$ cat src/hdl/dlp_ram.sv
// Single-port-write, single-port-read synchronous RAM with registered read data.
`default_nettype none
module dlp_ram #(
  parameter int unsigned Width    = 8,
  parameter int unsigned Depth    = 16,
  parameter int unsigned AddrBits = $clog2(Depth)
) (
  input  wire logic                clk_i,
  input  wire logic                we_i,
  input  wire logic [AddrBits-1:0] waddr_i,
  input  wire logic [Width-1:0]    wdata_i,
  input  wire logic [AddrBits-1:0] raddr_i,
  output logic      [Width-1:0]    rdata_o
);
  logic [Width-1:0] mem [Depth];

  always_ff @(posedge clk_i) begin
    if (we_i) begin
      mem[waddr_i] <= wdata_i;
    end
    rdata_o <= mem[raddr_i];
  end
endmodule
`default_nettype wire

$ cat config.mk
export PLATFORM = sky130hd
export DESIGN_NAME = dlp_ram
export DESIGN_NICKNAME = d
export VERILOG_FILES = /design/src/hdl/dlp_ram.sv
export SDC_FILE = /design/constraint.sdc
export NUM_CORES = 1
export LEC_CHECK = 0
export ABC_CLOCK_PERIOD_IN_PS = 1990
export BUFFER_PORTS_ARGS = -buffer_cell sky130_fd_sc_hd__buf_4
export CAP_MARGIN = 10
export CORE_AREA = 2 2 101 123
export CTS_CLUSTER_DIAMETER = 200
export DETAILED_ROUTE_END_ITERATION = 10
export DIE_AREA = 0 0 103 125
export GPL_ROUTABILITY_DRIVEN = 0
export PLACE_DENSITY_LB_ADDON = 0.05
export SETUP_SLACK_MARGIN = 0.02
export SYNTH_ARGS = -nofsm -noshare
export SYNTH_HDL_FRONTEND = slang
export SYNTH_SLANG_ARGS = --single-unit
$ cat constraint.sdc
create_clock -name clk_i -period 1.99 [get_ports clk_i]
set_clock_uncertainty 0.2 [all_clocks]
set_input_delay 0.0995 -clock clk_i [delete_from_list [all_inputs] [get_ports clk_i]]
set_output_delay 0.0995 -clock clk_i [all_outputs]
set_load 0.03 [all_outputs]
Word level (Yosys, flattened, before mapping) --
Memory sizes are Yosys's and may differ from the RTL's. A register that Yosys moved wholly into a read port is not among the register bits. Cells that the tools add are included.
Storage, ports and cells: input port bits 18, memories 1, flip-flop bits (word level) 0, logic and storage cells 3, output and inout port bits 8, RAM bits 128
Cells by class: multiplexer cells 2
Memories:
- mem | depth 16, bits a word 8, read ports 1, clocked after Yosys merged registers in 1, write ports 1, line 15 | logic [Width-1:0] mem [Depth];
Operators with widths (number):
- $mux W1 | 2

Longest topological paths before layout --
Gate-level depths: netlist of run 1.
word-level depth 2, gate-level depth with buffers 5

Worst setup path after synthesis of run 1 --
Ideal clock, no wire load.
kind in2reg, start point input port waddr_i[2], end point memory mem[0][0] (enable), library setup time 383 ps, buffers on the path 0, required time 1407 ps, arrival 1209 ps, path slack 198 ps, stages 2, cells stage by stage or3b_2 -> nor3_1
RTL lines:
- from (decl) | line 10 | input wire logic [AddrBits-1:0] waddr_i,
- to (decl) | line 15
Straight into the memory's write port.

Worst setup path after layout of run 1 --
start point input port waddr_i[2], end point memory mem[2][7] (enable)
Straight into the memory's write port.

==> flow_summary.json, run 1 <==
{
  "port-buffer-count": 25,
  "min_path_type": "in2reg",
  "cts-buffers-inserted": 17,
  "worst_slew_pin_slew_ns": 0.572,
  "p_comb_share_pct": 5.7,
  "path_max_fanout": 6,
  "start_util_pct": 43.7,
  "cap_violations": 0,
  "intPower_mw": 5.30,
  "final_nets": 319,
  "layout_common_cells": "edfxtp_1 (128), buf_4 (50), mux4_2 (18)",
  "avgSynthCellArea_um2": 22.5,
  "antenna_found_initial": 0,
  "vias_per_cell": 5.10,
  "antenna_left": 0,
  "wl_mm": 9.87,
  "sequentialPowerShare_pct": 48.9,
  "power_frac_clock_pct": 45.5,
  "hold_depth": 3,
  "finalCritPeriodShare_pct": 92.6,
  "yosysWarnings": 0,
  "diodes": 0,
  "netSwitchingFraction_pct": 19.6,
  "drt_drc_violations_left": 0,
  "track_usage_pct": 16.9,
  "syn_inst": 229,
  "leakagePower_nw": 2.20,
  "place_ws_ns": 0.184,
  "worstSetupStartpointType": "primary input",
  "crit_type": "in2reg",
  "coreArea_mm2": 0.0118,
  "overflow": 0,
  "clock.fmax_ghz": 0.543,
  "setup_violations": 0,
  "wl_per_cell_um": 20.8,
  "grt_pass1_wl_mm": 15.2,
  "die_y_um": 125,
  "cts_root_buf": "clkbuf_16",
  "hold_viol": 0,
  "first_global_vias": 2605,
  "drt_iter0_markers": 106,
  "pin_count": 26,
  "firstDrtPassIters": 4,
  "drv_slew": 0,
  "drive_gt1_share_pct": 31.5,
  "instances_no_fill": 475,
  "vias": 2421,
  "stdcell_area_mm2": 0.00635,
  "htreeDepth": 4,
  "grt_max_degree": 18,
  "fill_cells": 969,
  "max-clock-path-buffers": 2,
  "path_clk_slew_ns": 0.05,
  "rsz0062_at_grt": "false",
  "die-width_um": 103,
  "min_period_ns": 1.84,
  "cts_tree": "built",
  "dp_cells": 431,
  "finalSetupTns_ns": 0,
  "vdd_drop_max_v": 0.000545,
  "hpwl_mm": 6.66,
  "p_sw_mw": 1.29,
  "relSlewSlack_pct": 61.7,
  "synthesis.area_mm2": 0.00515,
  "final_common_cell": "edfxtp_1",
  "cts.repair.resized": 0,
  "placementRows": 44,
  "ys_ff_latch": 136,
  "r2r_cells": 3,
  "ys_seq_area_share_pct": 77.8,
  "worstPathRequired_ns": 1.90,
  "powerDensity_mw_per_mm2": 1040,
  "syn_nets": 247,
  "worstSkewPairLatency_ns": 0.41,
  "dpl_cell_area_mm2": 0.00566,
  "yosysUniqueCellTypes": 19,
  "clock_sinks": 136,
  "worstPathArrival_ns": 1.76,
  "syn2layout_area_growth_pct": 23.5,
  "setup_slack_ns": 0.147,
  "outcome": "finished, final reports clean",
  "cp-end-kind": "register",
  "fp.dieArea_mm2": 0.0129
}
==> registers in the layout, summed over array words and instances, names as in the netlist <==
name,cells
mem,128
rdata_o,8
==> cells in the mapped netlist <==
library cell	count	share of area [%]
buf_4	1	0.15
mux4_2	18	7.9
and2_1	1	0.12
clkdlybuf4s25_2	3	0.58
nor3_1	4	0.39
nor2b_1	1	0.12
nor2_1	13	0.95
or3b_2	1	0.17
dfxtp_1	8	3.1
mux4_1	14	7.1
and2b_1	1	0.15
a22oi_1	16	2.3
nand2b_1	2	0.24
nand2_1	9	0.66
edfxtp_1	128	75
buf_2	3	0.29
nand3_1	1	0.097
nand3b_1	2	0.29
buf_6	3	0.66
==> power groups by stage <==
stage | Combinational (mW) | Sequential (mW) | Clock, mW
2_1_floorplan | 0.163 | 3.31 | 0
3_3_place_gp | 0.361 | 3.28 | 0
3_5_place_dp | 0.363 | 3.28 | 0
4_1_cts | 0.382 | 3.22 | 3.05
5_1_grt | 0.406 | 3.23 | 3.18
6_report | 0.374 | 3.22 | 3.00
==> worst max-delay path, cell delays in order <==
cell and delay (ns):
dlygate4sd3_1 0.54, buf_4 0.14, or3b_2 0.51, nor2_1 0.25, buf_4 0.22
==> cells by family after synthesis <==
group	synth area share [%]
compound gates	2.33
buf+inv	1.68
flops	77.8
mux	15.0
simple gates	3.18
==> layer usage <==
| metal | track usage (%) | wire length (um) | part of all wire (%) |
|---|---|---|---|
| met1 | 23.0 | 4280 | 43 |
| met2 | 26.7 | 5160 | 52 |
| met3 | 4.42 | 347 | 3.5 |
| met4 | 5.57 | 82 | 0.83 |
| met5 | 0 | 0 | 0 |
==> through the flow <==
step,hold slack [ns],power [mW],util [%]
after floorplan,-0.00163,3.48,-
after global placement,0.219,3.64,48.0
after detailed placement,0.227,3.64,48.0
after CTS,0.00109,6.65,53.9
after global routing,0.0253,6.82,53.9
final,0.0114,6.60,53.9
==> cell type report <==
class / count / area (um2) / share of cell area (%)
timing repair buffer: 63 / 515 / 8.11
multi-input combinational: 83 / 1060 / 16.6
sequential: 136 / 4000 / 63.0
tap: 161 / 201 / 3.17
clock inverter: 9 / 98.8 / 1.56
clock buffer: 23 / 478 / 7.52
==> path summary, 6_finish.rpt <==
check / startpoint / endpoint / slack (ns)
worst max-delay path: waddr_i[2] / mem[2][7] / 0.15
worst min-delay path: waddr_i[1] / mem[0][3] / 0.01
worst max register to register: mem[1][2] / rdata_o[2] / 0.37
worst min register to register: mem[12][4] / rdata_o[4] / 0.48
==> what timing repair did <==
| action | 4_1_cts | 5_1_grt |
|---|---|---|
| buffers inserted | 0 | 0 |
| endpoints found under the hold margin | 138 | 0 |
| hold buffers | 12 | 0 |
| endpoints found under the setup margin | 0 | 0 |
No activity file was read; power rests on OpenSTA's default activity.
==> run 2, diff against run 1 <==
--- a/config.mk
+++ b/config.mk
@@ -5,7 +5,7 @@
 export SDC_FILE = /design/constraint.sdc
 export NUM_CORES = 1
 export LEC_CHECK = 0
-export ABC_CLOCK_PERIOD_IN_PS = 1990
+export ABC_CLOCK_PERIOD_IN_PS = 1500
 export BUFFER_PORTS_ARGS = -buffer_cell sky130_fd_sc_hd__buf_4
 export CAP_MARGIN = 10
 export CORE_AREA = 2 2 101 123
==> constraint.sdc (replaced) <==
create_clock -name clk_i -period 1.5 [get_ports clk_i]
set_clock_uncertainty 0.2 [all_clocks]
set_input_delay 0.075 -clock clk_i [delete_from_list [all_inputs] [get_ports clk_i]]
set_output_delay 0.075 -clock clk_i [all_outputs]
set_load 0.03 [all_outputs]
==> run 2 against run 1 <==
Effect of this change: core utilization grew 0.67 points; global-route usage grew 1.3 points; critical path depth down 2; largest power group unchanged; highest routed layer unchanged.
==> flow_summary.json, run 2 (synthesized netlist as in run 1, its figures left out) <==
{
  "drt_iter0_markers": 136,
  "path_max_fanout": 1,
  "clock_sinks": 136,
  "fill_cells": 952,
  "diodes": 0,
  "timing.hold.ws_ns": 0.0180,
  "final_common_cell": "edfxtp_1",
  "grt_pass1_wl_mm": 16.3,
  "cts_root_buf": "clkbuf_16",
  "worstSkewPairLatency_ns": 0.41,
  "place_ws_ns": -0.247,
  "dpl_cell_area_mm2": 0.00576,
  "regArea_mm2": 0.00400,
  "cp-end-kind": "register",
  "syn2layout_area_growth_pct": 25.0,
  "final_nets": 325,
  "cp_slowest_cell": "mux4_2",
  "min_path_type": "in2reg",
  "path_clk_slew_ns": 0.05,
  "r2r-start": "mem[0][2]",
  "overflow": 0,
  "post_cts_buffers": 0,
  "intPower_mw": 6.92,
  "coreArea_mm2": 0.0118,
  "stdcell_area_mm2": 0.00643,
  "multi_input_area_mm2": 0.00109,
  "r2r-end": "rdata_o[2]",
  "cpPeakStageDelay_ns": 0.48,
  "antenna_found_initial": 0,
  "finalSetupTns_ns": 0,
  "die_y_um": 125,
  "track_usage_pct": 18.2,
  "vias_per_cell": 5.23,
  "pin_count": 26,
  "p_comb_share_pct": 6.4,
  "worstSetupStartpointType": "register",
  "hold_depth": 4,
  "worstPathRequired_ns": 1.58,
  "hp-start": "raddr_i[0]",
  "placementRows": 44,
  "hold-path-endpoint": "rdata_o[0]",
  "largest_reg_flops": 128,
  "netSwitchingFraction_pct": 20.2,
  "firstDrtPassIters": 5,
  "drv_slew": 0,
  "start_util_pct": 43.7,
  "cts-buffers-inserted": 17,
  "routed.top_layer": "met4",
  "hold_viol": 0,
  "max-clock-path-buffers": 2,
  "relSlewSlack_pct": 31.4,
  "vias": 2518,
  "layout_common_cells": "edfxtp_1 (128), buf_4 (55), mux4_2 (29)",
  "sequentialPowerShare_pct": 49.3,
  "drive_gt1_share_pct": 40.0,
  "instances_no_fill": 481,
  "leakagePower_nw": 2.17,
  "cap_violations": 0,
  "setup_slack_ns": 0.0136,
  "rrSetupSlack_ns": 0.01,
  "dr_wl_met2_mm": 5.18,
  "largestRegisters": "mem (128), rdata_o (8)",
  "finalCritPeriodShare_pct": 99.1,
  "fp.dieArea_mm2": 0.0129,
  "hpwl_mm": 6.92,
  "antenna_left": 0,
  "cts_tree": "built",
  "p_sw_mw": 1.75,
  "wl_per_cell_um": 22.1,
  "routed-wl-met3_um": 505,
  "worstPathCellList": "mux4_2 > a22oi_2 > nand2_1",
  "clock.fmax_ghz": 0.673,
  "power_frac_clock_pct": 44.2,
  "min_period_ns": 1.49,
  "met1Wirelength_mm": 4.85,
  "dp_cells": 439,
  "grt_max_degree": 18,
  "port-buffer-count": 25,
  "outcome": "finished, final reports clean",
  "worstPathArrival_ns": 1.57,
  "rsz0062_at_grt": "true",
  "regMostFlops": "mem",
  "crit_type": "reg2reg",
  "vdd_drop_max_v": 0.000670,
  "die-width_um": 103,
  "htreeDepth": 4,
  "first_global_vias": 2663,
  "r2r_cells": 3,
  "wl_mm": 10.6,
  "worst_slew_pin_slew_ns": 1.03,
  "setup_violations": 0,
  "drt_drc_violations_left": 0,
  "powerDensity_mw_per_mm2": 1350
}
[run 2: cell count changes in the layout (fill, tap and decap cells not counted), sizes merged]
cell	change
dlygate4sd3	-2
clkinv	+1
buf	+8
clkbuf	-2
clkinvlp	+1
[run 2: worst max-delay path: cells and delay by family, from the launching register on]
kind	cells	cell delay (ns)
flip-flops	1	0.37
AND/OR/NAND/NOR	1	0.10
multiplexers	1	0.48
AO/OA/AOI/OAI	1	0.21
[run 2: metal layers]
| layer | vias up | track usage (%) |
|---|---|---|
| met1 | 1321 | 26.3 |
| met3 | 4 | 5.14 |
| li1 | 1119 | - |
| met2 | 74 | 26.5 |
| met5 | - | 0 |
| met4 | 0 | 6.97 |
[run 2: cell type report]
cell class	instances	share of cell area, %
Clock buffer	21	6.85
Clock inverter	11	1.65
Multi-Input combinational cell	83	16.9
Sequential cell	136	62.2
Tap cell	161	3.13
Timing Repair Buffer	69	9.22
[run 2: timing repair]
item | CTS | global route
hold endpoints to repair | 145 | 0
endpoints found under the setup margin | 6 | 6
pin swaps | 6 | 4
resized for setup | 14 | 11
hold buffers | 10 | 0
[run 2: power by group through the flow]
stage               clock, mW  sequential [mW]  combinational, mW
global route             4.10             4.28              0.604
CTS                      3.91             4.28              0.554
global placement            0             4.36              0.513
floorplan                   0             4.40              0.216
finish                   3.84             4.28              0.558
detailed placement          0             4.36              0.515
[run 2: worst max path at each step]
stage,startpoint,to,slack [ns],cells after the start
6_report,mem[0][2],rdata_o[2],0.01,3
3_5_place_dp,raddr_i[0],rdata_o[2],-0.25,6
3_3_place_gp,raddr_i[0],rdata_o[2],-0.27,6
5_1_grt,mem[2][2],rdata_o[2],-0.02,3
2_1_floorplan,waddr_i[2],mem[3][0],-0.04,2
4_1_cts,mem[0][2],rdata_o[2],0.002,3
[run 2: metrics by stage]
stage	util, %	power (mW)
6_report	54.6	8.68
5_1_grt	54.6	8.99
4_1_cts	54.4	8.75
3_5_place_dp	48.9	4.87
3_3_place_gp	48.9	4.87
2_1_floorplan	-	4.61
